### src/design/hbpr_pkg.sv
`timescale 1ns / 1ps

package hbpr_pkg;

    // Block configuration.
    localparam int SAMPLES_PER_AVERAGE = 20;
    localparam int TICK_RATE           = 1000000;

    // Field and state widths.
    localparam int ADC_W  = 12;
    localparam int PER_W  = 14;
    localparam int SUM_W  = $clog2(SAMPLES_PER_AVERAGE * 4095 + 1);
    localparam int CNT_W  = $clog2(SAMPLES_PER_AVERAGE + 1);

    // Shared divider: the dividend width must be even, two quotient bits per cycle.
    localparam int DIV_W     = 30;
    localparam int DVSR_W    = 16;
    localparam int REM_W     = DVSR_W + 1;
    localparam int DIV_STEPS = DIV_W / 2;
    localparam int STEP_W    = $clog2(DIV_STEPS);

    // Limits and reset values.
    localparam int PERIOD_MAX   = 16383;
    localparam int MIN_FREQ     = 100;
    localparam int RESET_FREQ   = 1000;
    localparam int RESET_PERIOD = 1000;
    localparam int ADC_MAX      = 4095;
    localparam int BYTE_MAX     = 255;
    localparam int WIDE_MAX     = 65535;
    localparam int LAST_REG     = 5;
    localparam int MAX_WR_LEN   = 7;

    // Register numbers and query codes.
    localparam logic [7:0] REG_DIR      = 8'h00;
    localparam logic [7:0] REG_SPD8     = 8'h01;
    localparam logic [7:0] REG_SPD16_LO = 8'h02;
    localparam logic [7:0] REG_SPD16_HI = 8'h03;
    localparam logic [7:0] REG_FREQ_LO  = 8'h04;
    localparam logic [7:0] REG_FREQ_HI  = 8'h05;
    localparam logic [7:0] Q_AVG_BYTE   = 8'h10;
    localparam logic [7:0] Q_AVG_LO     = 8'h20;
    localparam logic [7:0] Q_AVG_HI     = 8'h21;
    localparam logic [7:0] Q_VERSION    = 8'hFE;
    localparam logic [7:0] Q_ADDRESS    = 8'hFF;

    localparam logic [7:0] ADDR_BASE    = 8'h20;
    localparam logic [7:0] VERSION_CODE = 8'h01;

    // Motor direction codes.
    localparam logic [7:0] DIR_HALT = 8'd0;
    localparam logic [7:0] DIR_FWD  = 8'd1;
    localparam logic [7:0] DIR_REV  = 8'd2;

    // Reply lengths.
    localparam logic [1:0] LEN_NONE = 2'd0;
    localparam logic [1:0] LEN_ONE  = 2'd1;
    localparam logic [1:0] LEN_TWO  = 2'd2;

    typedef enum logic [2:0] {
        S_IDLE,
        S_DIV_PERIOD,
        S_MUL_DUTY,
        S_DIV_DUTY,
        S_DIV_AVG,
        S_MUL_BYTE,
        S_DIV_BYTE,
        S_DONE
    } t_state;

endpackage

### src/design/hbpr_if.sv
`timescale 1ns / 1ps

// Input channel: one bus transaction or one converter sample per item.
interface hbpr_in_if;
    logic        valid;
    logic        ready;
    logic        action;
    logic [7:0]  reg_addr;
    logic [3:0]  byte_count;
    logic [7:0]  data_byte0;
    logic [7:0]  data_byte1;
    logic [7:0]  data_byte2;
    logic [7:0]  data_byte3;
    logic [7:0]  data_byte4;
    logic [7:0]  data_byte5;
    logic [11:0] adc_sample;

    modport source (
        output valid, action, reg_addr, byte_count, data_byte0, data_byte1,
               data_byte2, data_byte3, data_byte4, data_byte5, adc_sample,
        input  ready
    );
    modport sink (
        input  valid, action, reg_addr, byte_count, data_byte0, data_byte1,
               data_byte2, data_byte3, data_byte4, data_byte5, adc_sample,
        output ready
    );
endinterface

// Output channel: one result item per input item.
interface hbpr_out_if;
    logic        valid;
    logic        ready;
    logic        read_valid;
    logic [1:0]  read_len;
    logic [15:0] read_data;
    logic [13:0] reload_value;
    logic [13:0] compare_forward;
    logic [13:0] compare_reverse;
    logic [11:0] adc_average;
    logic [7:0]  adc_average_byte;

    modport source (
        output valid, read_valid, read_len, read_data, reload_value,
               compare_forward, compare_reverse, adc_average, adc_average_byte,
        input  ready
    );
    modport sink (
        input  valid, read_valid, read_len, read_data, reload_value,
               compare_forward, compare_reverse, adc_average, adc_average_byte,
        output ready
    );
endinterface

### src/design/hbridge_pwm_register_block_core.sv
`timescale 1ns / 1ps

// Channel   | Direction | Handshake          | Carries
// i_in      | in        | valid / ready      | bus transaction or converter sample
// o_out     | out       | valid / ready      | read reply and current PWM / ADC state
// i_cfg_*   | in        | write enable only  | address_select strap offset
//
// Forward or reverse writes and the sample that closes an averaging block pass through
// the accept state, two radix-4 divider passes, one multiply state and one result state.
// Writes with stop or an unknown direction skip the second pass; every other item goes
// from the accept state straight to the result state.
// Reset is synchronous and needs no clearing pass. A finished result waits in the
// output register while the next item is accepted; a second finished one stalls input.
module hbridge_pwm_register_block_core
    import hbpr_pkg::*;
(
    input  logic         i_clk,
    input  logic         i_rst_n,
    input  logic         i_cfg_we,
    input  logic [3:0]   i_cfg_wdata,
    hbpr_in_if.sink      i_in,
    hbpr_out_if.source   o_out
);

    // Architectural state.
    t_state               r_state, n_state;
    logic [3:0]           r_addr_sel;
    logic [7:0]           r_dir, n_dir;
    logic [7:0]           r_spd8, n_spd8;
    logic [15:0]          r_spd16, n_spd16;
    logic                 r_wide, n_wide;
    logic [15:0]          r_freq, n_freq;
    logic [PER_W-1:0]     r_period, n_period;
    logic [PER_W-1:0]     r_cmp_a, n_cmp_a;
    logic [PER_W-1:0]     r_cmp_b, n_cmp_b;
    logic [SUM_W-1:0]     r_sum, n_sum;
    logic [CNT_W-1:0]     r_smp_cnt, n_smp_cnt;
    logic [ADC_W-1:0]     r_avg, n_avg;
    logic [7:0]           r_avg_byte, n_avg_byte;

    // Shared divider.
    logic [REM_W-1:0]     r_rem, n_rem;
    logic [DIV_W-1:0]     r_quo, n_quo;
    logic [DVSR_W-1:0]    r_dvsr, n_dvsr;
    logic [STEP_W-1:0]    r_step, n_step;
    logic [REM_W-1:0]     step_rem;
    logic [DIV_W-1:0]     step_quo;
    logic                 div_last;

    // Shared multiplier.
    logic [DVSR_W-1:0]    mul_a;
    logic [PER_W-1:0]     mul_b;
    logic [DIV_W-1:0]     mul_p;

    // Read reply of the current item.
    logic                 r_rd_valid, n_rd_valid;
    logic [1:0]           r_rd_len, n_rd_len;
    logic [15:0]          r_rd_data, n_rd_data;

    // Output register.
    logic                 r_o_valid, n_o_valid;
    logic                 r_o_rd_valid;
    logic [1:0]           r_o_rd_len;
    logic [15:0]          r_o_rd_data;
    logic [PER_W-1:0]     r_o_period;
    logic [PER_W-1:0]     r_o_cmp_a;
    logic [PER_W-1:0]     r_o_cmp_b;
    logic [ADC_W-1:0]     r_o_avg;
    logic [7:0]           r_o_avg_byte;
    logic                 out_free;
    logic                 out_load;

    // Item decode.
    logic                 in_fire;
    logic                 dec_write;
    logic                 dec_query;
    logic                 dec_avg;
    logic [SUM_W-1:0]     sum_add;
    logic [7:0]           data_arr [6];
    logic [7:0]           wr_byte [6];
    logic [5:0]           wr_mark;

    assign i_in.ready = (r_state == S_IDLE);
    assign in_fire    = i_in.valid && i_in.ready;
    assign out_free   = !r_o_valid || o_out.ready;
    assign out_load   = (r_state == S_DONE) && out_free;

    assign data_arr[0] = i_in.data_byte0;
    assign data_arr[1] = i_in.data_byte1;
    assign data_arr[2] = i_in.data_byte2;
    assign data_arr[3] = i_in.data_byte3;
    assign data_arr[4] = i_in.data_byte4;
    assign data_arr[5] = i_in.data_byte5;

    // Decode the item: which registers a write touches, and whether a sample closes a block.
    always_comb begin
        logic [2:0] reg_lo;
        logic [2:0] off;
        reg_lo  = i_in.reg_addr[2:0];
        off     = '0;
        wr_mark = '0;
        for (int t = 0; t < 6; t++) begin
            wr_byte[t] = '0;
            if (i_in.reg_addr <= 8'(LAST_REG) && 3'(t) >= reg_lo) begin
                off        = 3'(t) - reg_lo;
                wr_byte[t] = data_arr[off];
                wr_mark[t] = ({1'b0, off} + 4'd1) < i_in.byte_count;
            end
        end
        dec_write = !i_in.action && (i_in.byte_count > 4'd1)
                    && (i_in.byte_count <= 4'(MAX_WR_LEN))
                    && (i_in.reg_addr <= 8'(LAST_REG));
        dec_query = !i_in.action && (i_in.byte_count == 4'd1);
        dec_avg   = i_in.action && (r_smp_cnt == CNT_W'(SAMPLES_PER_AVERAGE - 1));
        sum_add   = r_sum + SUM_W'(i_in.adc_sample);
    end

    // Two restoring division steps per cycle.
    always_comb begin
        logic [REM_W-1:0] rem;
        logic [DIV_W-1:0] quo;
        rem = r_rem;
        quo = r_quo;
        for (int k = 0; k < 2; k++) begin
            rem = {rem[REM_W-2:0], quo[DIV_W-1]};
            quo = {quo[DIV_W-2:0], 1'b0};
            if (rem >= REM_W'(r_dvsr)) begin
                rem    = rem - REM_W'(r_dvsr);
                quo[0] = 1'b1;
            end
        end
        step_rem = rem;
        step_quo = quo;
    end

    assign div_last = (r_step == '0);

    // Shared multiplier: speed times period, or average times 255.
    always_comb begin
        if (r_state == S_MUL_BYTE) begin
            mul_a = DVSR_W'(r_avg);
            mul_b = PER_W'(BYTE_MAX);
        end else begin
            mul_a = r_wide ? r_spd16 : DVSR_W'(r_spd8);
            mul_b = r_period;
        end
        mul_p = DIV_W'(mul_a) * DIV_W'(mul_b);
    end

    // Sequencer next state.
    always_comb begin
        n_state = r_state;
        unique case (r_state)
            S_IDLE: begin
                if (in_fire) begin
                    if (dec_write) begin
                        n_state = S_DIV_PERIOD;
                    end else if (dec_avg) begin
                        n_state = S_DIV_AVG;
                    end else begin
                        n_state = S_DONE;
                    end
                end
            end
            S_DIV_PERIOD: begin
                if (div_last) begin
                    if (r_dir == DIR_FWD || r_dir == DIR_REV) begin
                        n_state = S_MUL_DUTY;
                    end else begin
                        n_state = S_DONE;
                    end
                end
            end
            S_MUL_DUTY: n_state = S_DIV_DUTY;
            S_DIV_DUTY: begin
                if (div_last) begin
                    n_state = S_DONE;
                end
            end
            S_DIV_AVG: begin
                if (div_last) begin
                    n_state = S_MUL_BYTE;
                end
            end
            S_MUL_BYTE: n_state = S_DIV_BYTE;
            S_DIV_BYTE: begin
                if (div_last) begin
                    n_state = S_DONE;
                end
            end
            S_DONE: begin
                if (out_free) begin
                    n_state = S_IDLE;
                end
            end
            default: n_state = S_IDLE;
        endcase
    end

    // Datapath updates driven by the sequencer.
    always_comb begin
        n_dir      = r_dir;
        n_spd8     = r_spd8;
        n_spd16    = r_spd16;
        n_wide     = r_wide;
        n_freq     = r_freq;
        n_period   = r_period;
        n_cmp_a    = r_cmp_a;
        n_cmp_b    = r_cmp_b;
        n_sum      = r_sum;
        n_smp_cnt  = r_smp_cnt;
        n_avg      = r_avg;
        n_avg_byte = r_avg_byte;
        n_rem      = r_rem;
        n_quo      = r_quo;
        n_dvsr     = r_dvsr;
        n_step     = r_step;
        n_rd_valid = r_rd_valid;
        n_rd_len   = r_rd_len;
        n_rd_data  = r_rd_data;
        n_o_valid  = r_o_valid && !o_out.ready;

        unique case (r_state)
            S_IDLE: begin
                if (in_fire) begin
                    n_rd_valid = 1'b0;
                    n_rd_len   = LEN_NONE;
                    n_rd_data  = '0;
                    if (dec_write) begin
                        // Apply the written registers, then divide the tick rate by the frequency.
                        if (wr_mark[0]) begin
                            n_dir = wr_byte[0];
                        end
                        if (wr_mark[1]) begin
                            n_wide = 1'b0;
                            n_spd8 = wr_byte[1];
                        end
                        if (wr_mark[2] && wr_mark[3]) begin
                            n_wide  = 1'b1;
                            n_spd16 = {wr_byte[3], wr_byte[2]};
                        end
                        if (wr_mark[4] && wr_mark[5]) begin
                            n_freq = {wr_byte[5], wr_byte[4]};
                            if (n_freq < 16'(MIN_FREQ)) begin
                                n_freq = 16'(MIN_FREQ);
                            end
                        end
                        n_rem  = '0;
                        n_quo  = DIV_W'(TICK_RATE);
                        n_dvsr = n_freq;
                        n_step = STEP_W'(DIV_STEPS - 1);
                    end else if (i_in.action) begin
                        // Accumulate; the last sample of a block starts the average.
                        if (dec_avg) begin
                            n_sum     = '0;
                            n_smp_cnt = '0;
                            n_rem     = '0;
                            n_quo     = DIV_W'(sum_add);
                            n_dvsr    = DVSR_W'(SAMPLES_PER_AVERAGE);
                            n_step    = STEP_W'(DIV_STEPS - 1);
                        end else begin
                            n_sum     = sum_add;
                            n_smp_cnt = r_smp_cnt + CNT_W'(1);
                        end
                    end else if (dec_query) begin
                        // One-byte read queries.
                        n_rd_valid = 1'b1;
                        unique case (i_in.reg_addr)
                            REG_DIR: begin
                                n_rd_len  = LEN_ONE;
                                n_rd_data = 16'(r_dir);
                            end
                            REG_SPD8: begin
                                n_rd_len  = LEN_ONE;
                                n_rd_data = 16'(r_spd8);
                            end
                            REG_SPD16_LO, REG_SPD16_HI: begin
                                n_rd_len  = LEN_TWO;
                                n_rd_data = r_spd16;
                            end
                            REG_FREQ_LO, REG_FREQ_HI: begin
                                n_rd_len  = LEN_TWO;
                                n_rd_data = r_freq;
                            end
                            Q_AVG_BYTE: begin
                                n_rd_len  = LEN_ONE;
                                n_rd_data = 16'(r_avg_byte);
                            end
                            Q_AVG_LO, Q_AVG_HI: begin
                                n_rd_len  = LEN_TWO;
                                n_rd_data = 16'(r_avg);
                            end
                            Q_VERSION: begin
                                n_rd_len  = LEN_ONE;
                                n_rd_data = 16'(VERSION_CODE);
                            end
                            Q_ADDRESS: begin
                                n_rd_len  = LEN_ONE;
                                n_rd_data = 16'(ADDR_BASE + 8'(r_addr_sel));
                            end
                            default: begin
                                n_rd_valid = 1'b0;
                            end
                        endcase
                    end
                end
            end
            S_DIV_PERIOD: begin
                n_rem  = step_rem;
                n_quo  = step_quo;
                n_step = r_step - STEP_W'(1);
                if (div_last) begin
                    if (step_quo > DIV_W'(PERIOD_MAX)) begin
                        n_period = PER_W'(PERIOD_MAX);
                    end else begin
                        n_period = step_quo[PER_W-1:0];
                    end
                    if (r_dir == DIR_HALT) begin
                        n_cmp_a = '0;
                        n_cmp_b = '0;
                    end
                end
            end
            S_MUL_DUTY, S_MUL_BYTE: begin
                // Registered product becomes the next dividend.
                n_rem  = '0;
                n_quo  = mul_p;
                n_step = STEP_W'(DIV_STEPS - 1);
                if (r_state == S_MUL_BYTE) begin
                    n_dvsr = DVSR_W'(ADC_MAX);
                end else begin
                    n_dvsr = r_wide ? DVSR_W'(WIDE_MAX) : DVSR_W'(BYTE_MAX);
                end
            end
            S_DIV_DUTY: begin
                n_rem  = step_rem;
                n_quo  = step_quo;
                n_step = r_step - STEP_W'(1);
                if (div_last) begin
                    if (r_dir == DIR_FWD) begin
                        n_cmp_a = step_quo[PER_W-1:0];
                        n_cmp_b = '0;
                    end else begin
                        n_cmp_a = '0;
                        n_cmp_b = step_quo[PER_W-1:0];
                    end
                end
            end
            S_DIV_AVG: begin
                n_rem  = step_rem;
                n_quo  = step_quo;
                n_step = r_step - STEP_W'(1);
                if (div_last) begin
                    if (step_quo > DIV_W'(ADC_MAX)) begin
                        n_avg = ADC_W'(ADC_MAX);
                    end else begin
                        n_avg = step_quo[ADC_W-1:0];
                    end
                end
            end
            S_DIV_BYTE: begin
                n_rem  = step_rem;
                n_quo  = step_quo;
                n_step = r_step - STEP_W'(1);
                if (div_last) begin
                    if (step_quo > DIV_W'(BYTE_MAX)) begin
                        n_avg_byte = 8'(BYTE_MAX);
                    end else begin
                        n_avg_byte = step_quo[7:0];
                    end
                end
            end
            S_DONE: begin
                if (out_free) begin
                    n_o_valid = 1'b1;
                end
            end
            default: begin
                n_o_valid = r_o_valid;
            end
        endcase
    end

    // Control and architectural state.
    always_ff @(posedge i_clk) begin
        if (!i_rst_n) begin
            r_state    <= S_IDLE;
            r_addr_sel <= '0;
            r_dir      <= DIR_HALT;
            r_spd8     <= '0;
            r_spd16    <= '0;
            r_wide     <= 1'b0;
            r_freq     <= 16'(RESET_FREQ);
            r_period   <= PER_W'(RESET_PERIOD);
            r_cmp_a    <= '0;
            r_cmp_b    <= '0;
            r_sum      <= '0;
            r_smp_cnt  <= '0;
            r_avg      <= '0;
            r_avg_byte <= '0;
            r_o_valid  <= 1'b0;
        end else begin
            r_state    <= n_state;
            r_dir      <= n_dir;
            r_spd8     <= n_spd8;
            r_spd16    <= n_spd16;
            r_wide     <= n_wide;
            r_freq     <= n_freq;
            r_period   <= n_period;
            r_cmp_a    <= n_cmp_a;
            r_cmp_b    <= n_cmp_b;
            r_sum      <= n_sum;
            r_smp_cnt  <= n_smp_cnt;
            r_avg      <= n_avg;
            r_avg_byte <= n_avg_byte;
            r_o_valid  <= n_o_valid;
            if (i_cfg_we) begin
                r_addr_sel <= i_cfg_wdata;
            end
        end
    end

    // Divider, reply and output payload.
    always_ff @(posedge i_clk) begin
        r_rem      <= n_rem;
        r_quo      <= n_quo;
        r_dvsr     <= n_dvsr;
        r_step     <= n_step;
        r_rd_valid <= n_rd_valid;
        r_rd_len   <= n_rd_len;
        r_rd_data  <= n_rd_data;
        if (out_load) begin
            r_o_rd_valid <= r_rd_valid;
            r_o_rd_len   <= r_rd_len;
            r_o_rd_data  <= r_rd_data;
            r_o_period   <= r_period;
            r_o_cmp_a    <= r_cmp_a;
            r_o_cmp_b    <= r_cmp_b;
            r_o_avg      <= r_avg;
            r_o_avg_byte <= r_avg_byte;
        end
    end

    assign o_out.valid            = r_o_valid;
    assign o_out.read_valid       = r_o_rd_valid;
    assign o_out.read_len         = r_o_rd_len;
    assign o_out.read_data        = r_o_rd_data;
    assign o_out.reload_value     = r_o_period;
    assign o_out.compare_forward  = r_o_cmp_a;
    assign o_out.compare_reverse  = r_o_cmp_b;
    assign o_out.adc_average      = r_o_avg;
    assign o_out.adc_average_byte = r_o_avg_byte;

    // The bridge never drives both channels at once.
    a_one_side: assert property (@(posedge i_clk) disable iff (!i_rst_n)
        (r_cmp_a == '0) || (r_cmp_b == '0))
        else $error("Both compare values are nonzero.");

    // The stored frequency never drops below the clamp.
    a_freq_min: assert property (@(posedge i_clk) disable iff (!i_rst_n)
        r_freq >= 16'(MIN_FREQ))
        else $error("PWM frequency below minimum.");

    // The sample counter wraps before it reaches the block size.
    a_count_range: assert property (@(posedge i_clk) disable iff (!i_rst_n)
        r_smp_cnt < CNT_W'(SAMPLES_PER_AVERAGE))
        else $error("Sample counter out of range.");

    // An accepted item always leaves the idle state.
    a_accept_busy: assert property (@(posedge i_clk) disable iff (!i_rst_n)
        in_fire |=> (r_state != S_IDLE))
        else $error("Item accepted but sequencer stayed idle.");

    // Finishing an item always presents a result.
    a_done_valid: assert property (@(posedge i_clk) disable iff (!i_rst_n)
        out_load |=> r_o_valid)
        else $error("Finished item produced no result.");

endmodule

### src/flat_wrapper.sv
// flat-port wrapper written by rule: the top's interface ports become plain ports
module hbridge_pwm_register_block_core_flat import hbpr_pkg::*;
  (i_clk, i_rst_n, i_cfg_we, i_cfg_wdata, i_in_valid, i_in_action, i_in_reg_addr, i_in_byte_count, i_in_data_byte0, i_in_data_byte1, i_in_data_byte2, i_in_data_byte3, i_in_data_byte4, i_in_data_byte5, i_in_adc_sample, i_in_ready, o_out_valid, o_out_read_valid, o_out_read_len, o_out_read_data, o_out_reload_value, o_out_compare_forward, o_out_compare_reverse, o_out_adc_average, o_out_adc_average_byte, o_out_ready);
  hbpr_in_if i_in_i ();
  hbpr_out_if o_out_i ();
  input  logic i_clk;
  input  logic i_rst_n;
  input  logic i_cfg_we;
  input  logic [3:0] i_cfg_wdata;
  input wire logic [$bits(i_in_i.valid)-1:0] i_in_valid;
  input wire logic [$bits(i_in_i.action)-1:0] i_in_action;
  input wire logic [$bits(i_in_i.reg_addr)-1:0] i_in_reg_addr;
  input wire logic [$bits(i_in_i.byte_count)-1:0] i_in_byte_count;
  input wire logic [$bits(i_in_i.data_byte0)-1:0] i_in_data_byte0;
  input wire logic [$bits(i_in_i.data_byte1)-1:0] i_in_data_byte1;
  input wire logic [$bits(i_in_i.data_byte2)-1:0] i_in_data_byte2;
  input wire logic [$bits(i_in_i.data_byte3)-1:0] i_in_data_byte3;
  input wire logic [$bits(i_in_i.data_byte4)-1:0] i_in_data_byte4;
  input wire logic [$bits(i_in_i.data_byte5)-1:0] i_in_data_byte5;
  input wire logic [$bits(i_in_i.adc_sample)-1:0] i_in_adc_sample;
  output wire logic [$bits(i_in_i.ready)-1:0] i_in_ready;
  output wire logic [$bits(o_out_i.valid)-1:0] o_out_valid;
  output wire logic [$bits(o_out_i.read_valid)-1:0] o_out_read_valid;
  output wire logic [$bits(o_out_i.read_len)-1:0] o_out_read_len;
  output wire logic [$bits(o_out_i.read_data)-1:0] o_out_read_data;
  output wire logic [$bits(o_out_i.reload_value)-1:0] o_out_reload_value;
  output wire logic [$bits(o_out_i.compare_forward)-1:0] o_out_compare_forward;
  output wire logic [$bits(o_out_i.compare_reverse)-1:0] o_out_compare_reverse;
  output wire logic [$bits(o_out_i.adc_average)-1:0] o_out_adc_average;
  output wire logic [$bits(o_out_i.adc_average_byte)-1:0] o_out_adc_average_byte;
  input wire logic [$bits(o_out_i.ready)-1:0] o_out_ready;
  assign i_in_i.valid = i_in_valid;
  assign i_in_i.action = i_in_action;
  assign i_in_i.reg_addr = i_in_reg_addr;
  assign i_in_i.byte_count = i_in_byte_count;
  assign i_in_i.data_byte0 = i_in_data_byte0;
  assign i_in_i.data_byte1 = i_in_data_byte1;
  assign i_in_i.data_byte2 = i_in_data_byte2;
  assign i_in_i.data_byte3 = i_in_data_byte3;
  assign i_in_i.data_byte4 = i_in_data_byte4;
  assign i_in_i.data_byte5 = i_in_data_byte5;
  assign i_in_i.adc_sample = i_in_adc_sample;
  assign i_in_ready = i_in_i.ready;
  assign o_out_valid = o_out_i.valid;
  assign o_out_read_valid = o_out_i.read_valid;
  assign o_out_read_len = o_out_i.read_len;
  assign o_out_read_data = o_out_i.read_data;
  assign o_out_reload_value = o_out_i.reload_value;
  assign o_out_compare_forward = o_out_i.compare_forward;
  assign o_out_compare_reverse = o_out_i.compare_reverse;
  assign o_out_adc_average = o_out_i.adc_average;
  assign o_out_adc_average_byte = o_out_i.adc_average_byte;
  assign o_out_i.ready = o_out_ready;
  hbridge_pwm_register_block_core u_core (.i_clk(i_clk), .i_rst_n(i_rst_n), .i_cfg_we(i_cfg_we), .i_cfg_wdata(i_cfg_wdata), .i_in(i_in_i), .o_out(o_out_i));
endmodule
### config.mk
export PLATFORM = sky130hd
export DESIGN_NAME = hbridge_pwm_register_block_core_flat
export DESIGN_NICKNAME = d
export VERILOG_FILES = /design/src/design/hbpr_pkg.sv /design/src/design/hbpr_if.sv /design/src/design/hbridge_pwm_register_block_core.sv /design/src/flat_wrapper.sv
export SDC_FILE = /design/constraint.sdc
export NUM_CORES = 1
export LEC_CHECK = 0
export ABC_AREA = 1
export BUFFER_PORTS_ARGS = -buffer_cell sky130_fd_sc_hd__buf_2
export CAP_MARGIN = 25
export CORE_ASPECT_RATIO = 1.4
export CORE_UTILIZATION = 40
export DETAILED_ROUTE_END_ITERATION = 16
export GPL_TIMING_DRIVEN = 0
export PLACE_DENSITY = 0.59
export SLEW_MARGIN = 40
export SYNTH_ARGS = -nofsm -noshare
export SYNTH_HDL_FRONTEND = slang
export SYNTH_SLANG_ARGS = --single-unit
### constraint.sdc
create_clock -name i_clk -period 16.88 [get_ports i_clk]
set_input_delay 3.376 -clock i_clk [delete_from_list [all_inputs] [get_ports i_clk]]
set_output_delay 3.376 -clock i_clk [all_outputs]
set_load 0.02 [all_outputs]
==> impl_metrics.ini <==
[clocking]
path_clk_slew_ns = 0.06
clkSinkCount = 307
htreeDepth = 2
cts_inserted_buffers = 34
clockRootBuffer = clkbuf_16
ctsHoldBuffers = 0
cts_setup_buffers = 0
cts_tree = built
ctsResizeCount = 0
clock_latency_ns = 0.58
clock_path_buffers = 3

[finish]
fin_nets = 3856
postLayoutCellArea_um2 = 27900
layout-drive-gt1-share_pct = 9.27
antenna_cells = 0
area_growth_pct = 12.7

[sta]
holdWs_ns = 0.411
worst_pin_slew_ns = 0.903
clock_skew_ns = 0.0454
slew_headroom_pct = 39.1
period_minus_slack_ns = 8.12
timing.fmax_ghz = 0.123
rsz0062_at_grt = false
final.setup.tns_ns = 0
final_hold_viol_count = 0
setup_violations = 0
period_share_pct = 48.1
drv_slew = 0

[placement]
hpwl_mm = 74.4
io_buffers = 163
gp_congestion = 0.974
place_area_um2 = 26700

[setup_path]
path_class = input pin to flip-flop
r2r.worst_path.cells = 26
arrival_ns = 8.56
endpoint_kind = flip-flop
start_kind = input pin
ff2ff_setup_slack_ns = 8.77
crit_chain = buf_2 -> clkinv_1 -> clkbuf_1 -> clkbuf_2 -> ha_1 -> clkbuf_1 -> clkbuf_1 -> buf_2 -> nand2_1 -> nand2_1 -> inv_1 -> ha_1 -> a21o_1 -> nand3_1 -> and3_1 -> nand2_2 -> buf_2 -> o21ai_0 -> nand2_1 -> nand2_1
worst-path-buf-inv = 9
max_stage_delay_ns = 0.54
path_common_cell = nand2_1
crit_required_ns = 17.32
worstSetupPathDepth = 20
cp_top_family = buffers and inverters
cp_max_fo = 14
cpMaxStageDelayCell = clkbuf_1

[global_route]
grtUsageTotal_pct = 28.8
grt_overflow = 0
grt_pass1_vias = 22500
grt_pass1_wl_mm = 134
grt_max_degree = 43
antenna_found_initial = 1

[die]
core-area_um2 = 61000
dieArea_um2 = 62900
die_height_um = 296
initial_core_util_pct = 40.6
num_rows = 107
io_pins = 165
die_w_um = 212

[hold_path]
hold_depth = 0
hp-class = flip-flop to flip-flop

[synthesis]
synthSimpleGateAreaFrac_pct = 23.8
yosysSeqAreaShare_pct = 31.5
avgSynthCellArea_um2 = 7.66
netlist_area_um2 = 24800
syn_inst = 3233
synth_xor_area_share_pct = 1.38
yosysWarnings = 0
netlist.area_leader.share_pct = 20.1
synth_nets = 3651
synth_top_family_by_area = simple AND/OR/NAND/NOR gates
yosys.area.top_type = edfxtp_1
synth_compound_area_share_pct = 11.7
netlist-cell-type-count = 58
synth_fa_ha_area_share_pct = 22.1
synth.area.mux_share_pct = 0.121
synth_area_leaders = edfxtp_1, fa_1, nand2_1, dfxtp_1, ha_1
synth_seq_cells = 307

[power_and_ir_drop]
seq_power_share_pct = 26.3
power_density_nw_per_um2 = 143
power.total_mw = 3.99
intPower_mw = 2.13
ir_drop_mv = 0.111
switching_share_pct = 46.5
p_comb_share_pct = 53.7
clkPwrFrac_pct = 20.0
p_leak_nw = 13.2
switchingPower_mw = 1.86

[run]
cap_violations = 0

[drt]
drtAntennaViolNets = 0
routed_wl_mm = 89.6
drt_iter0_markers = 1767
vias_per_cell = 5.26
drcViolationCount = 0
dr.pass1.iters = 5
wl_per_cell_um = 20.9
vias = 22500

[status]
status = completed
-- flip-flops by register name, indices dropped and copies added (netlist names), 12 cells and up --
signal and count:
u_core.r_quo 30, u_core.o_out.reload_value 14, u_core.r_cmp_b 14, u_core.r_period 14
u_core.r_freq 16, u_core.r_avg 12, u_core.r_cmp_a 14, u_core.r_rd_data 16
u_core.r_sum 17, u_core.r_dvsr 16, u_core.o_out.adc_average 12, u_core.r_spd16 16
u_core.r_rem 16, u_core.o_out.compare_reverse 14, u_core.o_out.read_data 16, u_core.o_out.compare_forward 14
-- layer usage --
metal  part of all wire [%]  GRT usage [%]  vias to the layer above
met4                    6.8           17.4                        0
met3                    4.3           2.29                      225
met5                      0              0                        -
met1                     38           32.1                    10700
li1                       -              -                    10900
met2                     51           53.0                      724
-- layout by cell type, fill, tap and decap left out, types with 7 or more instances in the layout --
| cell | n |
|---|---|
| o21ai_1 | 15 |
| inv_2 | 16 |
| o21bai_1 | 12 |
| nand4_1 | 17 |
| clkbuf_16 | 34 |
| nor2_1 | 308 |
| edfxtp_1 | 166 |
| nor3_1 | 22 |
| o21ai_0 | 159 |
| buf_2 | 190 |
| a21o_1 | 7 |
| inv_1 | 481 |
| a21oi_1 | 227 |
| a31oi_1 | 11 |
| or2_2 | 13 |
| o21a_1 | 9 |
| nand3b_1 | 8 |
| a211oi_1 | 12 |
| o211ai_1 | 11 |
| nand2_1 | 839 |
| nor4_1 | 8 |
| clkinv_1 | 7 |
| o22ai_1 | 18 |
| clkbuf_1 | 59 |
| nor2_4 | 7 |
| fa_1 | 168 |
| xor2_1 | 16 |
| ha_1 | 168 |
| a221oi_1 | 18 |
| nand3_1 | 184 |
| dfxtp_1 | 141 |
| xnor2_1 | 22 |
-- power groups by stage --
stage               Combinational (mW)  Clock [mW]  Sequential [mW]
floorplan                         1.52           0             1.04
global placement                  2.11           0             1.07
detailed placement                2.13           0             1.07
CTS                               2.14       0.805             1.05
global route                      2.39       0.831             1.06
finish                            2.14       0.796             1.05
-- final timing paths --
| check | startpoint | to |
|---|---|---|
| max reg2reg | u_core.r_state[2] | u_core.r_quo[18] |
| min | u_core.r_rd_data[13] | u_core.o_out.read_data[13] |
| min reg2reg | u_core.r_rd_data[13] | u_core.o_out.read_data[13] |
| max | i_in_reg_addr[1] | u_core.r_dvsr[15] |
-- layout make-up --
class,count,area (um^2)
fillers,6374,33100
multi-input cells,2325,14600
flip-flops and latches,307,7810
inverters,504,1890
well taps,817,1020
repair buffers,169,923
clock buffers,42,901
plain buffers,97,445
clock inverters,20,285
-- stage by stage --
stage | cells | setup slack (ns) | util (%)
final | 4281 | 8.76 | 45.7
after global routing | 4281 | 8.48 | 45.7
after CTS | 4281 | 8.82 | 45.7
after detailed placement | 4219 | 8.23 | 43.8
after global placement | 4213 | 7.40 | 43.6
after floorplan | 3233 | 9.57 | -
-- worst register-to-register path, cell delays in order, from the launching register on --
cell     delay, ns
dfxtp_1       0.46
inv_2         0.11
nor2_2        0.36
inv_2         0.23
nand2_1       0.25
nor2_1        0.17
a21oi_1       0.62
inv_1         0.34
nand2_1       0.17
fa_1          0.46
fa_1          0.53
inv_1         0.05
fa_1          0.47
fa_1          0.52
fa_1          0.61
inv_1         0.08
fa_1          0.53
inv_1         0.04
ha_1          0.39
a21oi_1       0.25
o21ai_0       0.19
a21oi_1       0.19
o21ai_1       0.15
nand3_1       0.10
nand2_1       0.07
o21ai_0       0.37
nand2_1       0.10
-- logic make-up after synthesis --
group | Yosys count
simple gates | 1428
buf+inv | 601
compound gates | 519
fa+ha+maj | 336
flops | 307
xor+xnor | 39
mux | 3
-- cells in the mapped netlist, drive strengths merged --
cell type / number
a211oi: 12
a21boi: 1
a21o: 7
a21oi: 228
a221oi: 18
a22oi: 2
a2bb2oi: 1
a31o: 1
a31oi: 11
a41oi: 1
and3: 3
buf: 42
clkbuf: 55
clkinv: 6
dfxtp: 141
edfxtp: 166
fa: 168
ha: 168
inv: 498
mux2i: 3
nand2: 842
nand3: 188
nand3b: 8
nand4: 18
nor2: 321
nor3: 24
nor3b: 1
nor4: 8
o211a: 1
o211ai: 11
o21a: 9
o21ai: 176
o21bai: 12
o221a: 1
o221ai: 5
o22a: 2
o22ai: 18
o31ai: 2
or2: 15
xnor2: 22
xor2: 17
Power figures use the tool's default switching activity.
